`config.mk`:
```
export PLATFORM = sky130hd
export DESIGN_NAME = nmar_queue
export DESIGN_NICKNAME = d
export VERILOG_FILES = /design/src/hw/rtl/normal_map_axis_rotation_assert.svh /design/src/hw/rtl/nmar_pkg.sv /design/src/hw/rtl/nmar_queue.sv
export SDC_FILE = /design/constraint.sdc
export NUM_CORES = 1
export LEC_CHECK = 0
export ABC_CLOCK_PERIOD_IN_PS = 6300
export BUFFER_PORTS_ARGS = -buffer_cell sky130_fd_sc_hd__buf_4
export CAP_MARGIN = 10
export CORE_ASPECT_RATIO = 1.25
export CORE_MARGIN = 3
export CORE_UTILIZATION = 35
export DETAILED_ROUTE_END_ITERATION = 12
export SKIP_LAST_GASP = 1
export SLEW_MARGIN = 0
export SYNTH_ARGS = -nofsm -noshare
export SYNTH_HDL_FRONTEND = slang
export SYNTH_SLANG_ARGS = --single-unit
```
`constraint.sdc`:
```
create_clock -name clk_i -period 6.3 [get_ports clk_i]
set_clock_uncertainty 0.2 [all_clocks]
set_input_delay 1.575 -clock clk_i [delete_from_list [all_inputs] [get_ports clk_i]]
set_output_delay 1.575 -clock clk_i [all_outputs]
set_load 0.005 [all_outputs]
```
`src/hw/rtl/normal_map_axis_rotation_assert.svh`:
```
// Assertion macros for the normal map axis rotation block.
// Used by the top level; expects clk_i and rst_ni in the including scope.
`ifndef NORMAL_MAP_AXIS_ROTATION_ASSERT_SVH
`define NORMAL_MAP_AXIS_ROTATION_ASSERT_SVH

// Checks a property on every rising clock edge outside reset.
`define NMAR_ASSERT(name, prop, msg) \
  name: assert property (@(posedge clk_i) disable iff (!rst_ni) prop) else $error(msg);

// Checks that a condition never holds at a rising clock edge outside reset.
`define NMAR_NEVER(name, cond, msg) \
  name: assert property (@(posedge clk_i) disable iff (!rst_ni) !(cond)) else $error(msg);

`endif

```
`src/hw/rtl/nmar_pkg.sv`:
```
// Shared types and constants of the normal map axis rotation block.
// No dependencies; used by every RTL module and by nmar_out_if.
package nmar_pkg;

  // Signed Q2.14 value, 1.0 = 16384.
  typedef logic signed [15:0] q14_t;

  localparam q14_t ONE_Q14 = 16'sd16384;

  // Decoded normal vector.
  typedef struct packed {
    q14_t x;
    q14_t y;
    q14_t z;
  } vec_t;

  // Rotation registers as seen by the datapath.
  typedef struct packed {
    q14_t cos_angle;
    q14_t sin_angle;
    q14_t axis_x;
    q14_t axis_y;
    q14_t axis_z;
  } cfg_t;

  // Register indexes of the configuration port.
  typedef enum logic [2:0] {
    CFG_COS    = 3'd0,
    CFG_SIN    = 3'd1,
    CFG_AXIS_X = 3'd2,
    CFG_AXIS_Y = 3'd3,
    CFG_AXIS_Z = 3'd4
  } cfg_idx_e;

  // Queue status toward the front and the back.
  typedef struct packed {
    logic empty;
    logic full;
  } q_stat_t;

  // Back end control toward the queue and the top level.
  typedef struct packed {
    logic pop;
    logic busy;
  } back_stat_t;

endpackage

```
`src/hw/rtl/nmar_queue.sv`:
```
// Short queue of decoded vectors between the front and the back end.
// Depends on nmar_pkg.
module nmar_queue #(
  parameter int Depth = 2
) (
  input  logic              clk_i,
  input  logic              rst_ni,
  input  logic              push_i,
  input  nmar_pkg::vec_t    push_vec_i,
  input  logic              pop_i,
  output nmar_pkg::vec_t    pop_vec_o,
  output nmar_pkg::q_stat_t stat_o
);

  localparam int PtrW = (Depth > 1) ? $clog2(Depth) : 1;
  localparam int CntW = $clog2(Depth + 1);

  nmar_pkg::vec_t  mem_q [Depth];
  logic [PtrW-1:0] wr_ptr_q, wr_ptr_d;
  logic [PtrW-1:0] rd_ptr_q, rd_ptr_d;
  logic [CntW-1:0] cnt_q, cnt_d;

  // Pointer and fill count updates.
  always_comb begin
    wr_ptr_d = wr_ptr_q;
    rd_ptr_d = rd_ptr_q;
    cnt_d    = cnt_q;
    if (push_i) begin
      wr_ptr_d = (wr_ptr_q == PtrW'(Depth - 1)) ? '0 : wr_ptr_q + 1'b1;
    end
    if (pop_i) begin
      rd_ptr_d = (rd_ptr_q == PtrW'(Depth - 1)) ? '0 : rd_ptr_q + 1'b1;
    end
    if (push_i && !pop_i) begin
      cnt_d = cnt_q + 1'b1;
    end else if (pop_i && !push_i) begin
      cnt_d = cnt_q - 1'b1;
    end
  end

  always_ff @(posedge clk_i or negedge rst_ni) begin
    if (!rst_ni) begin
      wr_ptr_q <= '0;
      rd_ptr_q <= '0;
      cnt_q    <= '0;
    end else begin
      wr_ptr_q <= wr_ptr_d;
      rd_ptr_q <= rd_ptr_d;
      cnt_q    <= cnt_d;
    end
  end

  // Entry storage; no reset needed.
  always_ff @(posedge clk_i) begin
    if (push_i) begin
      mem_q[wr_ptr_q] <= push_vec_i;
    end
  end

  assign pop_vec_o    = mem_q[rd_ptr_q];
  assign stat_o.empty = (cnt_q == '0);
  assign stat_o.full  = (cnt_q == CntW'(Depth));

endmodule

```
# After elaboration in Yosys (flattened, before gate mapping)
# Memory sizes are Yosys's and may differ from the RTL's.
# Cells that the tools add are included.
# Widths: inputs -> output; s select.
totals:
  ff_bits: 4
  in_bits: 52
  wordCells: 21
  mem_count: 1
  ramBits: 96
classes:
  n_addsub: 4
  reduce_logical: 6
  n_mux: 6
  eq_ne: 1
memory_table:
  columns: ["memory", "words", "width", "rd", "rd_ports_with_merged_regs", "wr", "line", "rtl"]
  rows:
  - ["mem_q", 2, 48, 1, 0, 1, "nmar_queue.sv:18", "nmar_pkg::vec_t mem_q [Depth];"]
ops:
  columns: ["cell", "count"]
  rows:
  - ["$mux 1", 4]
  - ["$mux 2", 2]
  - ["$add 1x1->1 const B", 2]
  - ["$add 2x1->2 const B", 1]
  - ["$eq 2x2->1 const B", 1]
  - ["$logic_and 1x1->1", 2]
  - ["$logic_not 1->1", 2]
  - ["$logic_not 2->1", 1]
  - ["$reduce_bool 2->1", 1]
  - ["$sub 2x1->2 const B", 1]

# Depth between registers and ports, before layout
logic_depth:
  ltp_word: 4
  depth_mapped: 5

# Worst setup path after synthesis
# No wires, ideal clock.
synth_path:
  path_type: "in2reg"
  from: "in push_i"
  to: "mem mem_q[0][0] (netlist name) (enable)"
  required_time_ps: 5641
  t_arrival_ps: 3706
  stages: 1
  setup_slack_ps: 1935
  path_buffers: 0
  path_cell_list: "nor2b_1"
synth_via:
  elab_chain_cells: 2
synth_rtl:
  columns: ["item", "line", "rtl"]
  rows:
  - ["start, declared", "nmar_queue.sv:8", "input logic push_i,"]
  - ["$mux 1", "nmar_queue.sv:55", "if (push_i) begin"]
  - ["$mux 1 (implied by the code)", "nmar_queue.sv:56", "mem_q[wr_ptr_q] <= push_vec_i;"]
  - ["end, declared", "nmar_queue.sv:18", null]
# No other way between the ends.

==> qor.csv <==
metric;value;unit
FF+latch count, synth;100;
root buffer cell;clkbuf_16;
Area growth syn-to-layout;32.2;%
Storage cell area;2980;um2
final hold slack;0.295;ns
yosys warns;0;
IO Pins;102;
Post-synth top cells;edfxtp_1 (96), mux2_2 (38), mux2_4 (10), dfrtp_1 (4), xor2_1 (4);
slack of the worst reg-to-reg path;4.60;ns
layout cells sized above 1;0.600;
Critical Path End Type;primary output;
crit-path max FO;27;
Final #Nets;328;
number of routed nets with antenna violations;0;
top post-synthesis cells by area;edfxtp_1 (78%), mux2_2 (12%), mux2_4 (4.1%);
Synth top area share;0.780;
GPL Wtd Cong;0.693;
PwrDens;421;nW/um2
hold_buf cts;0;
fmax;259;MHz
area of the multi-input gates;669;um2
Clock Latency Late Sink;0.33;ns
PostCTS Resize Cnt;0;
Sink Count;100;
largest net degree at the start of global routing;49;
first-pass GRT wire length;10000;um
fillers;863;
Arr. time, crit path;2.09;ns
Max Slew Vio Count;0;
internal power;1.54;mW
Post-Route Utilization;0.479;
area leader, netlist;edfxtp_1;
count of different cell masters after synthesis;14;
Initial Util;0.362;
die span in x;97.9;um
Syn Nets;218;
Reg-to-Reg Start;wr_ptr_q;
Switch Pwr;0.513;mW
final wirelength;6440;um
clock share of power;0.254;
sw frac;0.249;
hpwl dp;4180;um
sequential fraction of the synthesis area;0.807;
Max-slew headroom;0.558;
Syn Area/Cell;22.4;um2
Wirelength per Cell;15.8;um
Cell Count, Final, Fillers Out;409;
First DRT Iteration DRCs;89;
drc violations;0;
Die Y;121;um
P_leak;1.86;nW
asr flop ratio synth;0.0400;
die area;11800;um2
placed cells;393;
# setup viols final;0;
postcts setup bufs;0;
reg2reg end;mem_q[1][13];
top_reg_cell synth;edfxtp_1;
CP Launch Point;rd_ptr_q;
Reg power frac;0.461;
total grt overflow;0;
cell with the most instances after synthesis;edfxtp_1;
H-tree depth;3;
Final Critical Period;3.87;ns
final hold vios;0;
Ant. Diodes;0;
Hold/Removal Path Class;reg -> reg;
Vias/cell;4.44;
CP startpoint kind;register;
CP Class;reg -> out;
# port buffers;101;
vias in the first global route;1967;
MaxCap Viol Count;0;
Gate power share;0.285;
CP endpoint;pop_vec_o[6];
cell area after synthesis;3700;um2
Setup TNS;0;ns
status;finished, final reports clean;
Post-synth EDFFs;96;
drt first pass iters;4;
Worst-path clk slew;0.06;ns
CTS max path bufs;2;
GRT Total Usage;0.114;
Max VDD drop;190;uV
CTS tree;built;
Via Count;1818;
# rows;41;
number of buffers created by CTS;9;
RSZ-0062 raised after global routing;no;
Cells after Synth;165;
final worst path period share;0.613;
CP Data Required Time;4.53;ns
initial antenna violation count;0;
worst reg-to-reg path cell count;2;
Worst Tran Pin Value;0.664;ns
core area;10200;um2
==> logic make-up after synthesis <==
family                     Yosys count  share of synthesized area
buffers and inverters                6                     0.0142
muxes                               48                      0.156
xor gates and xnor gates             5                     0.0118
DFF                                100                      0.807
adders and majority gates            1                    0.00338
and+or+nand+nor                      5                    0.00711
==> layout make-up <==
cell class,count,share of cell area
Clock buffer,12,0.0484
Tap cell,129,0.0330
Inverter,1,0.000768
Timing Repair Buffer,104,0.160
Clock inverter,4,0.0102
Multi-Input combinational cell,59,0.137
Sequential cell,100,0.611
==> flip-flops by register name, summed over array words and instances, names as in the netlist <==
signal / count
mem_q: 96
cnt_q: 2
rd_ptr_q: 1
wr_ptr_q: 1
==> layer usage <==
layer / share of wire / vias up / global-route usage / routed length (um)
li1: - / 867 / - / -
met1: 0.37 / 881 / 0.129 / 2410
met4: 0.023 / 0 / 0.0675 / 150
met2: 0.53 / 59 / 0.183 / 3420
met5: 0 / - / 0 / 0
met3: 0.071 / 11 / 0.0426 / 460
==> critical path: stages (launching register included) <==
cell and delay [ns]:
dfrtp_2 0.71, buf_4 0.48, mux2_2 0.40, buf_4 0.14
==> power groups by stage <==
| stage | sequential [mW] | combinational [mW] | clock [mW] |
|---|---|---|---|
| 2_1_floorplan | 0.932 | 0.348 | 0 |
| 3_3_place_gp | 0.958 | 0.601 | 0 |
| 3_5_place_dp | 0.966 | 0.603 | 0 |
| 4_1_cts | 0.951 | 0.607 | 0.543 |
| 5_1_grt | 0.962 | 0.639 | 0.572 |
| 6_report | 0.948 | 0.586 | 0.523 |
==> layout by cell type, fill, tap and decap left out <==
master and n:
xor2_1 4, nor2b_4 1, edfxtp_1 96, clkinv_2 1
inv_1 1, xnor2_1 1, clkbuf_1 3, mux2_2 38
clkbuf_16 9, dfrtp_2 1, nor2b_1 1, mux2_4 10
ha_1 1, nor2_1 2, buf_4 104, bufinv_16 1
clkinvlp_4 2, dfrtp_1 3, and2_2 1
==> worst min path at each step <==
stage | start | endpoint | slack [ns] | cells past startpoint
after floorplan | wr_ptr_q | wr_ptr_q | 0.26 | 1
after global placement | cnt_q[1] | cnt_q[1] | 0.27 | 1
after detailed placement | cnt_q[1] | cnt_q[1] | 0.29 | 1
after CTS | cnt_q[1] | cnt_q[1] | 0.30 | 1
after global routing | cnt_q[1] | cnt_q[1] | 0.32 | 1
final | cnt_q[1] | cnt_q[1] | 0.30 | 1
==> through the flow <==
step	cell area (um2)	total power, mW	setup WS [ns]
finish	4890	2.06	2.43
global route	4890	2.17	2.32
CTS	4890	2.10	2.38
detailed placement	4600	1.57	2.75
global placement	4600	1.56	2.78
floorplan	3700	1.28	1.93
Note: power is estimated with default switching activity, not from simulation.
