[config.mk]
export PLATFORM = sky130hd
export DESIGN_NAME = nmar_front_flat
export DESIGN_NICKNAME = d
export VERILOG_FILES = /design/src/hw/rtl/normal_map_axis_rotation_assert.svh /design/src/hw/rtl/nmar_pkg.sv /design/src/hw/rtl/nmar_in_if.sv /design/src/hw/rtl/nmar_front.sv /design/src/flat_wrapper.sv
export SDC_FILE = /design/constraint.sdc
export NUM_CORES = 1
export LEC_CHECK = 0
export ABC_AREA = 1
export BUFFER_PORTS_ARGS = -buffer_cell sky130_fd_sc_hd__buf_2
export CAP_MARGIN = 20
export CORE_MARGIN = 2
export CORE_UTILIZATION = 45
export DETAILED_ROUTE_END_ITERATION = 10
export PLACE_DENSITY = 0.77
export SETUP_SLACK_MARGIN = 0.5
export SLEW_MARGIN = 20
export SYNTH_ARGS = -nofsm -noshare
export SYNTH_HDL_FRONTEND = slang
export SYNTH_SLANG_ARGS = --single-unit
[constraint.sdc]
create_clock -name vclk -period 2.9
set_input_delay 0.435 -clock vclk [all_inputs]
set_output_delay 0.435 -clock vclk [all_outputs]
set_load 0.01 [all_outputs]
[src/hw/rtl/normal_map_axis_rotation_assert.svh]
// Assertion macros for the normal map axis rotation block.
// Used by the top level; expects clk_i and rst_ni in the including scope.
`ifndef NORMAL_MAP_AXIS_ROTATION_ASSERT_SVH
`define NORMAL_MAP_AXIS_ROTATION_ASSERT_SVH

// Checks a property on every rising clock edge outside reset.
`define NMAR_ASSERT(name, prop, msg) \
  name: assert property (@(posedge clk_i) disable iff (!rst_ni) prop) else $error(msg);

// Checks that a condition never holds at a rising clock edge outside reset.
`define NMAR_NEVER(name, cond, msg) \
  name: assert property (@(posedge clk_i) disable iff (!rst_ni) !(cond)) else $error(msg);

`endif

[src/hw/rtl/nmar_pkg.sv]
// Shared types and constants of the normal map axis rotation block.
// No dependencies; used by every RTL module and by nmar_out_if.
package nmar_pkg;

  // Signed Q2.14 value, 1.0 = 16384.
  typedef logic signed [15:0] q14_t;

  localparam q14_t ONE_Q14 = 16'sd16384;

  // Decoded normal vector.
  typedef struct packed {
    q14_t x;
    q14_t y;
    q14_t z;
  } vec_t;

  // Rotation registers as seen by the datapath.
  typedef struct packed {
    q14_t cos_angle;
    q14_t sin_angle;
    q14_t axis_x;
    q14_t axis_y;
    q14_t axis_z;
  } cfg_t;

  // Register indexes of the configuration port.
  typedef enum logic [2:0] {
    CFG_COS    = 3'd0,
    CFG_SIN    = 3'd1,
    CFG_AXIS_X = 3'd2,
    CFG_AXIS_Y = 3'd3,
    CFG_AXIS_Z = 3'd4
  } cfg_idx_e;

  // Queue status toward the front and the back.
  typedef struct packed {
    logic empty;
    logic full;
  } q_stat_t;

  // Back end control toward the queue and the top level.
  typedef struct packed {
    logic pop;
    logic busy;
  } back_stat_t;

endpackage

[src/hw/rtl/nmar_in_if.sv]
// Input channel of the normal map axis rotation block: one packed texel per word.
// No dependencies.
interface nmar_in_if;
  logic        valid;
  logic        ready;
  logic [23:0] pixel_rgb;

  modport source (output valid, output pixel_rgb, input ready);
  modport sink (input valid, input pixel_rgb, output ready);
endinterface

[src/hw/rtl/nmar_front.sv]
// Front end: accepts texels and decodes each channel to signed Q2.14.
// Depends on nmar_pkg and nmar_in_if; feeds nmar_queue.
module nmar_front (
  nmar_in_if.sink          pix_i,
  input  nmar_pkg::q_stat_t q_stat_i,
  output logic             push_o,
  output nmar_pkg::vec_t   push_vec_o
);

  // Channel code c maps to round((2c - 255) * 16384 / 255).
  // The magnitude is 64m + round(64m / 255) with m = |2c - 255|, which is odd.
  // The division by 255 of a value below 65535 is (x + (x >> 8) + 1) >> 8.
  function automatic nmar_pkg::q14_t dec_chan(input logic [7:0] c);
    logic [7:0]  m;
    logic [14:0] lo;
    logic [14:0] qsum;
    logic [6:0]  quo;
    logic [15:0] mag;
    m    = {(c[7] ? c[6:0] : ~c[6:0]), 1'b1};
    lo   = 15'({m, 6'b0}) + 15'd127;
    qsum = lo + 15'(lo >> 8) + 15'd1;
    quo  = qsum[14:8];
    mag  = 16'({m, 6'b0}) + 16'(quo);
    return c[7] ? nmar_pkg::q14_t'(mag) : nmar_pkg::q14_t'(-mag);
  endfunction

  // A word is taken whenever the queue has room.
  assign pix_i.ready = !q_stat_i.full;
  assign push_o      = pix_i.valid && !q_stat_i.full;

  // Red goes to x, green to y, blue to z.
  assign push_vec_o.x = dec_chan(pix_i.pixel_rgb[23:16]);
  assign push_vec_o.y = dec_chan(pix_i.pixel_rgb[15:8]);
  assign push_vec_o.z = dec_chan(pix_i.pixel_rgb[7:0]);

endmodule

[src/flat_wrapper.sv]
// flat-port wrapper written by rule: the top's interface ports become plain ports
module nmar_front_flat 
  (q_stat_i, push_o, push_vec_o, pix_i_valid, pix_i_pixel_rgb, pix_i_ready);
  nmar_in_if pix_i_i ();
  input  nmar_pkg::q_stat_t q_stat_i;
  output logic push_o;
  output nmar_pkg::vec_t push_vec_o;
  input wire logic [$bits(pix_i_i.valid)-1:0] pix_i_valid;
  input wire logic [$bits(pix_i_i.pixel_rgb)-1:0] pix_i_pixel_rgb;
  output wire logic [$bits(pix_i_i.ready)-1:0] pix_i_ready;
  assign pix_i_i.valid = pix_i_valid;
  assign pix_i_i.pixel_rgb = pix_i_pixel_rgb;
  assign pix_i_ready = pix_i_i.ready;
  nmar_front u_core (.pix_i(pix_i_i), .q_stat_i(q_stat_i), .push_o(push_o), .push_vec_o(push_vec_o));
endmodule
Word-level counts from Yosys, hierarchy flattened

Index checks and enable logic that the tools add are counted.

Flip-flop bits (word level): 0
Input port bits: 27
Output and inout bits: 50
Logic and storage cells: 26

Add/subtract/negate cells: 15
Multiplexer cells: 6
Bitwise logic cells: 3
Reductions and logical operators: 2

Operators by type and width:

| cell                                          | number |
|---|---|
| 2-to-1 mux 16 bit                             | 3 |
| adder 14 x 7 -> 15 bit                        | 3 |
| adder 14 x 7 -> 15 bit, second input constant | 3 |
| adder 15 x 1 -> 15 bit, second input constant | 3 |
| adder 15 x 7 -> 15 bit                        | 3 |
| negator 16 bit                                | 2 |
| 2-to-1 mux 7 bit                              | 3 |
| inverter 7 bit                                | 3 |
| negator 15 -> 16 bit                          | 1 |
| logical AND 1 bit                             | 1 |
| zero test 1 bit                               | 1 |

Longest topological paths before layout

Gate-level depths: netlist of run 1.

Depth in word-level cells: 8
Gate-level depth with buffers: 16
Gate-level depth less buffers: 15

Worst setup path after synthesis of run 1

No wires, ideal clock.

Path kind: input to output
Start point: in pix_i_pixel_rgb[7]
End point: out push_vec_o[8] (netlist bit)
Arrival: 2295 ps
Data required time: 2465 ps
Setup slack: 170 ps
Stages: 13
Buffers on the path: 1
Cell sequence: buf_6 xor2_1 inv_1 ha_1 inv_1 nand2_1 nand2_1 inv_1 nand4_1 nand2_1 ha_1 a31oi_1 xor2_1

RTL lines:

| item               | line              | source |
|---|---|---|
| start: declaration | flat_wrapper.sv:9 | `input wire logic [$bits(pix_i_i.pixel_rgb)-1:0] pix_i_pixel_rgb;` |
| end: declaration   | flat_wrapper.sv:7 | `output nmar_pkg::vec_t push_vec_o;` |

==> impl_metrics.prom, run 1 <==
# TYPE chip_impl_metric gauge
chip_impl_info{name="run_status",value="finished, final reports clean"} 1
chip_impl_metric{name="synth_mux_area_share",unit="%"} 0
chip_impl_metric{name="post_drt_via_cell_ratio",unit=""} 4.99
chip_impl_metric{name="finalCritPeriodShare",unit="%"} 89.7
chip_impl_metric{name="critical_path_peak_fanout",unit=""} 3
chip_impl_metric{name="die_area",unit="um2"} 4210
chip_impl_metric{name="cts.hold.buffers_added",unit=""} 0
chip_impl_info{name="hp-start",value="q_stat_i[0]"} 1
chip_impl_metric{name="yosysWarningCount",unit=""} 0
chip_impl_info{name="cp-start-kind",value="primary input"} 1
chip_impl_metric{name="clock_buffer_count",unit=""} 0
chip_impl_metric{name="power.sequential.fraction",unit="%"} 0
chip_impl_metric{name="vias",unit=""} 2275
chip_impl_metric{name="dieWidth",unit="um"} 64.9
chip_impl_metric{name="power_frac_comb",unit="%"} 100.0
chip_impl_info{name="worst_hold_path.endpoint",value="pix_i_ready"} 1
chip_impl_metric{name="sequential_fraction_of_the_synthesis_area",unit="%"} 0
chip_impl_metric{name="antenna_found_initial",unit=""} 0
chip_impl_metric{name="fin_cells",unit=""} 456
chip_impl_metric{name="timing.hold.worst_path_depth",unit=""} 3
chip_impl_metric{name="gp_congestion",unit=""} 0.810
chip_impl_metric{name="clock.fmax",unit="MHz"} 384
chip_impl_metric{name="final.min_clock_period",unit="ns"} 2.60
chip_impl_metric{name="num_antenna_cells",unit=""} 0
chip_impl_metric{name="report.final.hold_viol_count",unit=""} 0
chip_impl_info{name="grt_setup_unrepaired",value="true"} 1
chip_impl_info{name="hold_path.class",value="primary input to output port"} 1
chip_impl_metric{name="numPlacedInstances",unit=""} 428
chip_impl_metric{name="tot_gr_track_use",unit="%"} 20.9
chip_impl_metric{name="initial_core_util",unit="%"} 46.3
chip_impl_metric{name="drtIter0Drc",unit=""} 99
chip_impl_metric{name="power.internal",unit="uW"} 257
chip_impl_metric{name="multi_input_area",unit="um2"} 1810
chip_impl_metric{name="ys_types",unit=""} 33
chip_impl_info{name="yosys.cell_count.top_type",value="sky130_fd_sc_hd__nand2_1"} 1
chip_impl_metric{name="final-max-slew-violation-count",unit=""} 0
chip_impl_metric{name="setup_viol",unit=""} 0
chip_impl_metric{name="slew-limit-headroom",unit="%"} 64.0
chip_impl_metric{name="fraction_of_the_mapped_netlist_area_in_compound_gates",unit="%"} 6.75
chip_impl_metric{name="syn_area",unit="um2"} 1670
chip_impl_metric{name="cp.required",unit="ns"} 2.47
chip_impl_metric{name="power.clock.fraction",unit="%"} 0
chip_impl_metric{name="sw_frac_of_total",unit="%"} 57.2
chip_impl_metric{name="sequential_cell_total",unit=""} 0
chip_impl_metric{name="seqCellArea",unit="um2"} 0
chip_impl_metric{name="synth_fa_ha_area_share",unit="%"} 3.75
chip_impl_info{name="critical_path.endpoint_type",value="output port"} 1
chip_impl_metric{name="post_synth_inst_count",unit=""} 305
chip_impl_metric{name="worst_ep_arrival_time",unit="ns"} 2.17
chip_impl_metric{name="io_pins",unit=""} 77
chip_impl_metric{name="io_buffer_count",unit=""} 76
chip_impl_metric{name="drtPass1Iterations",unit=""} 5
chip_impl_metric{name="core_area",unit="um2"} 3610
chip_impl_metric{name="synth_top_area_share",unit="%"} 25.0
chip_impl_metric{name="synthXorXnorAreaFrac",unit="%"} 18.4
chip_impl_metric{name="drc",unit=""} 0
chip_impl_metric{name="total_switching_power",unit="uW"} 344
chip_impl_metric{name="ant_nets",unit=""} 0
chip_impl_metric{name="leakagePower",unit="uW"} 0.00156
chip_impl_metric{name="grt_start_max_net_pins",unit=""} 18
chip_impl_metric{name="timing_worst_slew_pin_value",unit="ns"} 0.538
chip_impl_metric{name="irDropWorstVdd",unit="mV"} 0.128
chip_impl_info{name="crit_path_category",value="primary input to output port"} 1
chip_impl_metric{name="globalRouteOverflowTotal",unit=""} 0
chip_impl_metric{name="grt_pass1_wl",unit="um"} 7510
chip_impl_metric{name="grt_pass1_vias",unit=""} 1891
chip_impl_metric{name="core.rowCount",unit=""} 22
chip_impl_info{name="yosysTopAreaCell",value="sky130_fd_sc_hd__nand2_1"} 1
chip_impl_metric{name="finalWirelength",unit="um"} 5430
chip_impl_metric{name="synthesis.area_per_instance",unit="um2"} 5.47
chip_impl_info{name="synth.area.top_cells",value="sky130_fd_sc_hd__nand2_1, sky130_fd_sc_hd__nand3_1, sky130_fd_sc_hd__inv_1, sky130_fd_sc_hd__xor2_1, sky130_fd_sc_hd__xnor2_2"} 1
chip_impl_metric{name="die_h",unit="um"} 64.9
chip_impl_metric{name="synth-simple-area-share",unit="%"} 56.1
chip_impl_metric{name="power_density",unit="nW/um2"} 215
chip_impl_metric{name="syn_to_final_growth",unit="%"} 67.4
chip_impl_metric{name="max_cap_viol_count",unit=""} 0
chip_impl_metric{name="finish.net_count",unit=""} 442
chip_impl_metric{name="place_hpwl",unit="um"} 3490
chip_impl_info{name="synth_top_family_by_area",value="simple AND/OR/NAND/NOR gates"} 1
chip_impl_metric{name="drt-wirelength-per-cell",unit="um"} 11.9
chip_impl_metric{name="timing.setup.tns",unit="ns"} 0
chip_impl_info{name="synth_commonest_cells",value="sky130_fd_sc_hd__nand2_1, sky130_fd_sc_hd__inv_1, sky130_fd_sc_hd__nand3_1"} 1
chip_impl_metric{name="synthesis.nets",unit=""} 337
chip_impl_metric{name="fraction_of_final_layout_cells_sized_beyond_drive_strength_1",unit="%"} 51.7
chip_impl_metric{name="filler_cell_count",unit=""} 267
logic make-up after synthesis:
logic type	count (synthesis)
and+or+nand+nor	196
buffers and inverters	57
xor gates and xnor gates	29
AOI/OAI and AO/OA	18
adders and majority gates	5
final cells by class:
type	count	area share, %
Tap cell	48	2.15
Inverter	49	7.30
Timing Repair Buffer	111	25.7
Multi-Input combinational cell	248	64.8
critical path, stage by stage:
cell and delay (ns):
sky130_fd_sc_hd__buf_8 0.10, sky130_fd_sc_hd__xor2_4 0.17, sky130_fd_sc_hd__inv_2 0.08, sky130_fd_sc_hd__ha_4 0.17, sky130_fd_sc_hd__inv_4 0.04, sky130_fd_sc_hd__nand2_2 0.06, sky130_fd_sc_hd__nand2_2 0.08, sky130_fd_sc_hd__inv_2 0.07
sky130_fd_sc_hd__nand4_1 0.11, sky130_fd_sc_hd__nand2_2 0.12, sky130_fd_sc_hd__ha_4 0.17, sky130_fd_sc_hd__inv_4 0.04, sky130_fd_sc_hd__o21ai_4 0.22, sky130_fd_sc_hd__xor2_2 0.15, sky130_fd_sc_hd__buf_2 0.14
power groups by stage:
stage	clock [uW]	combinational [uW]	sequential (uW)
after floorplan	0	317	0
after global placement	0	445	0
after detailed placement	0	454	0
after CTS	0	506	0
after global routing	0	654	0
final	0	602	0
metrics by stage:
stage / util, % / cell area, um2 / hold slack (ns) / setup WS [ns] / total power, uW
final: 77.4 / 2790 / 1.11 / 0.298 / 602
after floorplan: - / 1740 / 0.914 / 0.436 / 317
after detailed placement: 59.9 / 2160 / 1.11 / 0.0335 / 454
after global placement: 59.9 / 2160 / 1.10 / 0.104 / 445
after global routing: 77.4 / 2790 / 1.12 / 0.219 / 654
after CTS: 66.0 / 2380 / 1.11 / 0.344 / 506
routing by layer:
layer / share of wire (%) / GRT usage [%] / wire length, um / vias up
li1: - / - / - / 1150
met1: 42 / 27.4 / 2270 / 1026
met2: 50 / 39.9 / 2730 / 91
met4: 1.1 / 0.798 / 62 / 0
met5: 0 / 0 / 0 / -
met3: 6.7 / 0.521 / 364 / 8
what timing repair did:
action,CTS,global route
gates resized for setup,34,66
pin swaps,14,46
buffers inserted,10,18
setup endpoints to repair,28,29
cells in the final DEF, fill, tap and decap left out, types with 11 or more instances in the layout:
cell / count
sky130_fd_sc_hd__buf_2: 69
sky130_fd_sc_hd__buf_4: 33
sky130_fd_sc_hd__inv_1: 36
sky130_fd_sc_hd__nand2_1: 87
sky130_fd_sc_hd__nand2_2: 27
sky130_fd_sc_hd__nand2_4: 13
sky130_fd_sc_hd__nand3_1: 26
sky130_fd_sc_hd__nor2_1: 15
sky130_fd_sc_hd__xor2_1: 11
worst max-delay path by stage:
stage	startpoint	end	depth (start not counted)	slack (ns)
3_3_place_gp	pix_i_pixel_rgb[7]	push_vec_o[14]	15	0.10
4_1_cts	pix_i_pixel_rgb[7]	push_vec_o[12]	15	0.34
6_report	pix_i_pixel_rgb[0]	push_vec_o[12]	15	0.30
5_1_grt	pix_i_pixel_rgb[1]	push_vec_o[12]	16	0.22
2_1_floorplan	pix_i_pixel_rgb[7]	push_vec_o[10]	14	0.44
3_5_place_dp	pix_i_pixel_rgb[7]	push_vec_o[12]	15	0.03
Note: power is estimated with default switching activity, not from simulation.
==> run 2, diff against run 1 <==
--- a/config.mk
+++ b/config.mk
@@ -8,10 +8,9 @@
 export ABC_AREA = 1
 export BUFFER_PORTS_ARGS = -buffer_cell sky130_fd_sc_hd__buf_2
 export CAP_MARGIN = 20
-export CORE_MARGIN = 2
-export CORE_UTILIZATION = 45
+export CORE_MARGIN = 3
+export CORE_UTILIZATION = 30
 export DETAILED_ROUTE_END_ITERATION = 10
-export PLACE_DENSITY = 0.77
 export SETUP_SLACK_MARGIN = 0.5
 export SLEW_MARGIN = 20
 export SYNTH_ARGS = -nofsm -noshare
==> constraint.sdc (replaced) <==
create_clock -name vclk -period 3.15
set_input_delay 0.4725 -clock vclk [all_inputs]
set_output_delay 0.4725 -clock vclk [all_outputs]
set_load 0.01 [all_outputs]
==> impl_metrics.prom, run 2 (same netlist as run 1, synthesis figures left out) <==
# TYPE chip_impl_metric gauge
chip_impl_metric{name="post_dp_cell_area",unit="um2"} 2130
chip_impl_metric{name="fraction_of_final_layout_cells_sized_beyond_drive_strength_1",unit="%"} 39.5
chip_impl_metric{name="antenna_found_initial",unit=""} 0
chip_impl_metric{name="clock_buffer_count",unit=""} 0
chip_impl_info{name="critical_path.endpoint_type",value="output port"} 1
chip_impl_metric{name="io_pins",unit=""} 77
chip_impl_metric{name="leakagePower",unit="uW"} 0.00142
chip_impl_metric{name="finalWirelength",unit="um"} 4520
chip_impl_metric{name="power_density",unit="nW/um2"} 194
chip_impl_metric{name="irDropWorstVdd",unit="mV"} 0.0739
chip_impl_metric{name="sequential_cell_total",unit=""} 0
chip_impl_info{name="final_cell_mix",value="sky130_fd_sc_hd__nand2_1, sky130_fd_sc_hd__buf_2, sky130_fd_sc_hd__inv_1"} 1
chip_impl_metric{name="drtIter0Drc",unit=""} 61
chip_impl_metric{name="vias",unit=""} 2051
chip_impl_metric{name="grt_pass1_wl",unit="um"} 7310
chip_impl_metric{name="num_antenna_cells",unit=""} 0
chip_impl_metric{name="grt_pass1_vias",unit=""} 1737
chip_impl_metric{name="timing.hold.worst_path_depth",unit=""} 3
chip_impl_metric{name="final.min_clock_period",unit="ns"} 2.67
chip_impl_metric{name="initial_core_util",unit="%"} 31.8
chip_impl_metric{name="final_area",unit="um2"} 2410
chip_impl_info{name="cp-start-kind",value="primary input"} 1
chip_impl_metric{name="core.rowCount",unit=""} 26
chip_impl_metric{name="final-max-slew-violation-count",unit=""} 0
chip_impl_metric{name="finish.net_count",unit=""} 426
chip_impl_metric{name="cp.required",unit="ns"} 2.68
chip_impl_metric{name="filler_cell_count",unit=""} 559
chip_impl_metric{name="seqCellArea",unit="um2"} 0
chip_impl_metric{name="worst_ep_arrival_time",unit="ns"} 2.20
chip_impl_metric{name="timing.setup.tns",unit="ns"} 0
chip_impl_metric{name="dieWidth",unit="um"} 80.6
chip_impl_metric{name="grt_start_max_net_pins",unit=""} 18
chip_impl_metric{name="core_area",unit="um2"} 5240
chip_impl_metric{name="slew-limit-headroom",unit="%"} 71.0
chip_impl_info{name="run_status",value="finished, final reports clean"} 1
chip_impl_info{name="final_common_cell",value="sky130_fd_sc_hd__nand2_1"} 1
chip_impl_metric{name="drc",unit=""} 0
chip_impl_metric{name="globalRouteOverflowTotal",unit=""} 0
chip_impl_metric{name="ant_nets",unit=""} 0
chip_impl_metric{name="place_hpwl",unit="um"} 3630
chip_impl_metric{name="gp_congestion",unit=""} 0.855
chip_impl_metric{name="cts.hold.buffers_added",unit=""} 0
chip_impl_metric{name="drt-wirelength-per-cell",unit="um"} 9.79
chip_impl_info{name="grt_setup_unrepaired",value="true"} 1
chip_impl_info{name="hp-start",value="q_stat_i[0]"} 1
chip_impl_metric{name="report.final.hold_viol_count",unit=""} 0
chip_impl_info{name="worst_hold_path.endpoint",value="pix_i_ready"} 1
chip_impl_metric{name="finalCritPeriodShare",unit="%"} 84.7
chip_impl_metric{name="clock.fmax",unit="MHz"} 375
chip_impl_metric{name="max_cap_viol_count",unit=""} 0
chip_impl_metric{name="critical_path_peak_fanout",unit=""} 3
chip_impl_metric{name="syn_to_final_growth",unit="%"} 44.3
chip_impl_metric{name="tot_gr_track_use",unit="%"} 13.1
chip_impl_metric{name="drtPass1Iterations",unit=""} 4
chip_impl_metric{name="die_h",unit="um"} 80.6
chip_impl_metric{name="die_area",unit="um2"} 6490
chip_impl_metric{name="timing_worst_slew_pin_value",unit="ns"} 0.432
chip_impl_metric{name="io_buffer_count",unit=""} 76
chip_impl_metric{name="setup_viol",unit=""} 0
chip_impl_metric{name="post_drt_via_cell_ratio",unit=""} 4.44
chip_impl_info{name="crit_path_category",value="primary input to output port"} 1
chip_impl_info{name="hold_path.class",value="primary input to output port"} 1
## run 2: layer usage
metal | up-vias | GRT usage (%) | part of all wire [%]
li1 | 1117 | - | -
met1 | 881 | 18.0 | 47
met2 | 51 | 23.6 | 48
met3 | 2 | 0.785 | 4.7
met4 | 0 | 0 | 0.38
met5 | - | 0 | 0
## run 2: final cells by class
| class | instances | area, um2 | area share, % |
|---|---|---|---|
| inverters | 49 | 191 | 7.95 |
| repair buffers | 95 | 564 | 23.4 |
| multi-input cells | 248 | 1560 | 65.0 |
| well taps | 70 | 87.6 | 3.64 |
## run 2: worst max-delay path by stage
stage | cells past startpoint | start | endpoint
floorplan | 14 | pix_i_pixel_rgb[7] | push_vec_o[10]
global placement | 15 | pix_i_pixel_rgb[7] | push_vec_o[12]
detailed placement | 15 | pix_i_pixel_rgb[7] | push_vec_o[12]
CTS | 16 | pix_i_pixel_rgb[0] | push_vec_o[6]
global route | 14 | pix_i_pixel_rgb[1] | push_vec_o[14]
finish | 13 | pix_i_pixel_rgb[1] | push_vec_o[12]
## run 2: per-stage QoR
step / setup slack [ns] / cells / utilization [%] / hold WS, ns / total power (uW)
final: 0.482 / 462 / 46.0 / 1.18 / 466
after global routing: 0.351 / 462 / 46.0 / 1.21 / 523
after global placement: 0.241 / 449 / 40.8 / 1.18 / 407
after CTS: 0.510 / 455 / 42.7 / 1.18 / 437
after detailed placement: 0.183 / 449 / 40.8 / 1.18 / 411
after floorplan: 0.477 / 305 / - / 0.989 / 282
## run 2: report_power, final
group	leakage, uW	switching [uW]	internal (uW)	total (uW)
clock network	0	0	0	0
logic	0.00142	270	196	466
registers	0	0	0	0
## run 2: worst max-delay path, cell delays in order
cell                      delay [ns]
sky130_fd_sc_hd__buf_2          0.12
sky130_fd_sc_hd__inv_1          0.07
sky130_fd_sc_hd__nand2_1        0.08
sky130_fd_sc_hd__nand2_2        0.12
sky130_fd_sc_hd__buf_4          0.14
sky130_fd_sc_hd__ha_1           0.23
sky130_fd_sc_hd__nand4_1        0.15
sky130_fd_sc_hd__nand2_2        0.12
sky130_fd_sc_hd__ha_4           0.18
sky130_fd_sc_hd__inv_4          0.05
sky130_fd_sc_hd__o21ai_4        0.18
sky130_fd_sc_hd__xor2_1         0.14
sky130_fd_sc_hd__buf_2          0.15
## run 2: what timing repair did
item                       in CTS  in global routing
resized for setup              13                 31
setup buffers                   6                  7
setup endpoints to repair      13                 25
pin swaps                       7                 19
==> run 3, diff against run 2 <==
==> constraint.sdc (replaced) <==
create_clock -name vclk -period 2.3
set_input_delay 0.345 -clock vclk [all_inputs]
set_output_delay 0.345 -clock vclk [all_outputs]
set_load 0.01 [all_outputs]
==> impl_metrics.prom, run 3 (same netlist as run 1, synthesis figures left out) <==
# TYPE chip_impl_metric gauge
chip_impl_info{name="run_status",value="finished, violations left"} 1
chip_impl_info{name="failed_checks",value="negative setup slack"} 1
chip_impl_metric{name="fraction_of_final_layout_cells_sized_beyond_drive_strength_1",unit="%"} 69.5
chip_impl_metric{name="clock.fmax",unit="MHz"} 429
chip_impl_info{name="hold_path.class",value="primary input to output port"} 1
chip_impl_info{name="critical_path.endpoint_type",value="output port"} 1
chip_impl_metric{name="power_frac_comb",unit="%"} 100.0
chip_impl_metric{name="timing.setup.tns",unit="ns"} -0.126
chip_impl_metric{name="post_dp_cell_area",unit="um2"} 2570
chip_impl_metric{name="fin_cells",unit=""} 516
chip_impl_metric{name="total_switching_power",unit="uW"} 530
chip_impl_info{name="final_common_cell",value="sky130_fd_sc_hd__nand2_1"} 1
chip_impl_metric{name="timing.critical_path.slowest_cell_delay",unit="ns"} 0.22
chip_impl_metric{name="grt_start_max_net_pins",unit=""} 18
chip_impl_metric{name="vias",unit=""} 2381
chip_impl_metric{name="irDropWorstVdd",unit="mV"} 0.160
chip_impl_metric{name="report.final.hold_viol_count",unit=""} 0
chip_impl_metric{name="finish.net_count",unit=""} 480
chip_impl_metric{name="post-route-worst-setup-slack",unit="ns"} -0.0329
chip_impl_metric{name="power.internal",unit="uW"} 491
chip_impl_metric{name="drtPass1Iterations",unit=""} 4
chip_impl_info{name="crit_path_category",value="primary input to output port"} 1
chip_impl_metric{name="drtIter0Drc",unit=""} 55
chip_impl_info{name="worst_path_max_delay_cell",value="sky130_fd_sc_hd__o21ai_4"} 1
chip_impl_metric{name="worst_ep_arrival_time",unit="ns"} 1.99
chip_impl_metric{name="dp_slack",unit="ns"} -0.211
chip_impl_metric{name="slew-limit-headroom",unit="%"} 79.0
chip_impl_metric{name="syn_to_final_growth",unit="%"} 123
chip_impl_metric{name="final.min_clock_period",unit="ns"} 2.33
chip_impl_metric{name="cp.required",unit="ns"} 1.96
chip_impl_metric{name="drc",unit=""} 0
chip_impl_metric{name="seqCellArea",unit="um2"} 0
chip_impl_metric{name="critical_path_peak_fanout",unit=""} 5
chip_impl_metric{name="place_hpwl",unit="um"} 4120
chip_impl_metric{name="finalWirelength",unit="um"} 6630
chip_impl_metric{name="num_antenna_cells",unit=""} 0
chip_impl_metric{name="timing_worst_slew_pin_value",unit="ns"} 0.313
chip_impl_metric{name="max_cap_viol_count",unit=""} 0
chip_impl_info{name="final_cell_mix",value="sky130_fd_sc_hd__nand2_1, sky130_fd_sc_hd__buf_2, sky130_fd_sc_hd__buf_4"} 1
chip_impl_metric{name="post_drt_via_cell_ratio",unit=""} 4.61
chip_impl_info{name="grt_setup_unrepaired",value="true"} 1
chip_impl_metric{name="setup_viol",unit=""} 5
chip_impl_metric{name="sequential_cell_total",unit=""} 0
chip_impl_info{name="worst_setup_path_startpoint",value="pix_i_pixel_rgb[7]"} 1
chip_impl_metric{name="antenna_found_initial",unit=""} 0
chip_impl_metric{name="final_area",unit="um2"} 3720
chip_impl_metric{name="filler_cell_count",unit=""} 394
chip_impl_metric{name="dieWidth",unit="um"} 80.6
chip_impl_metric{name="sw_frac_of_total",unit="%"} 51.9
chip_impl_metric{name="initial_core_util",unit="%"} 31.8
chip_impl_info{name="cp-start-kind",value="primary input"} 1
chip_impl_metric{name="tot_gr_track_use",unit="%"} 18.0
chip_impl_metric{name="leakagePower",unit="uW"} 0.00191
chip_impl_info{name="critical_path_sink",value="push_vec_o[14]"} 1
chip_impl_metric{name="core_area",unit="um2"} 5240
chip_impl_metric{name="io_pins",unit=""} 77
chip_impl_metric{name="power.clock.fraction",unit="%"} 0
chip_impl_metric{name="grt_pass1_wl",unit="um"} 9730
chip_impl_info{name="hp-start",value="q_stat_i[0]"} 1
chip_impl_metric{name="grt_pass1_vias",unit=""} 2210
chip_impl_metric{name="globalRouteOverflowTotal",unit=""} 0
chip_impl_metric{name="io_buffer_count",unit=""} 76
chip_impl_metric{name="final-max-slew-violation-count",unit=""} 0
chip_impl_metric{name="clock_buffer_count",unit=""} 0
chip_impl_metric{name="core.rowCount",unit=""} 26
chip_impl_metric{name="die_h",unit="um"} 80.6
chip_impl_metric{name="finalCritPeriodShare",unit="%"} 101
chip_impl_metric{name="power_density",unit="nW/um2"} 275
chip_impl_metric{name="gp_congestion",unit=""} 0.840
chip_impl_metric{name="drt-wirelength-per-cell",unit="um"} 12.9
chip_impl_metric{name="ant_nets",unit=""} 0
chip_impl_metric{name="numPlacedInstances",unit=""} 481
chip_impl_info{name="path_cells",value="buf_12 -> xor2_4 -> inv_2 -> ha_4 -> nand2_1 -> nand2_2 -> inv_2 -> nand4_1 -> nand2_2 -> ha_4 -> inv_4 -> o21ai_4 -> xor2_2 -> buf_2"} 1
chip_impl_metric{name="power.sequential.fraction",unit="%"} 0
chip_impl_metric{name="die_area",unit="um2"} 6490
run 3: worst max-delay path: cells and delay by family:
family,cells,cell delay (ns)
and+or+nand+nor,4,0.36
adders and majority gates,2,0.34
AOI/OAI and AO/OA,1,0.22
buffers and inverters,5,0.44
xor gates and xnor gates,2,0.30
run 3: layout make-up:
class	instances	area, um2	share of cell area, %
inverter	49	204	5.49
multi-input combinational	248	2200	59.1
tap	70	87.6	2.36
timing repair buffer	149	1230	33.1
run 3: power groups by stage:
| stage | combinational, uW | clock [uW] | sequential [uW] |
|---|---|---|---|
| after floorplan | 442 | 0 | 0 |
| after global placement | 670 | 0 | 0 |
| after detailed placement | 679 | 0 | 0 |
| after CTS | 873 | 0 | 0 |
| after global routing | 1100 | 0 | 0 |
| final | 1020 | 0 | 0 |
run 3: repair_timing:
item                       4_1_cts  5_1_grt
buffers inserted                26        9
pin swaps                       60       41
gates resized for setup        123       73
setup endpoints to repair       42       42
hold buffers                     0        0
run 3: routing by layer:
layer	up-vias	routed length (um)	GRT usage, %
li1	1217	-	-
met4	0	114	0.845
met3	12	316	0.785
met5	-	0	0
met1	1076	2500	21.7
met2	76	3700	36.3
run 3: per-stage QoR:
step           total power [uW]  utilization (%)  hold WS, ns
2_1_floorplan               442                -        0.734
6_report                   1020             71.0        0.930
4_1_cts                     873             63.2        0.931
5_1_grt                    1100             71.0        0.941
3_3_place_gp                670             49.1        0.926
3_5_place_dp                679             49.1        0.931
run 3: worst min path at each step:
stage	end	slack, ns	cells past startpoint
after floorplan	pix_i_ready	0.73	1
after global placement	pix_i_ready	0.93	3
after detailed placement	pix_i_ready	0.93	3
after CTS	pix_i_ready	0.93	3
after global routing	pix_i_ready	0.94	3
final	pix_i_ready	0.93	3
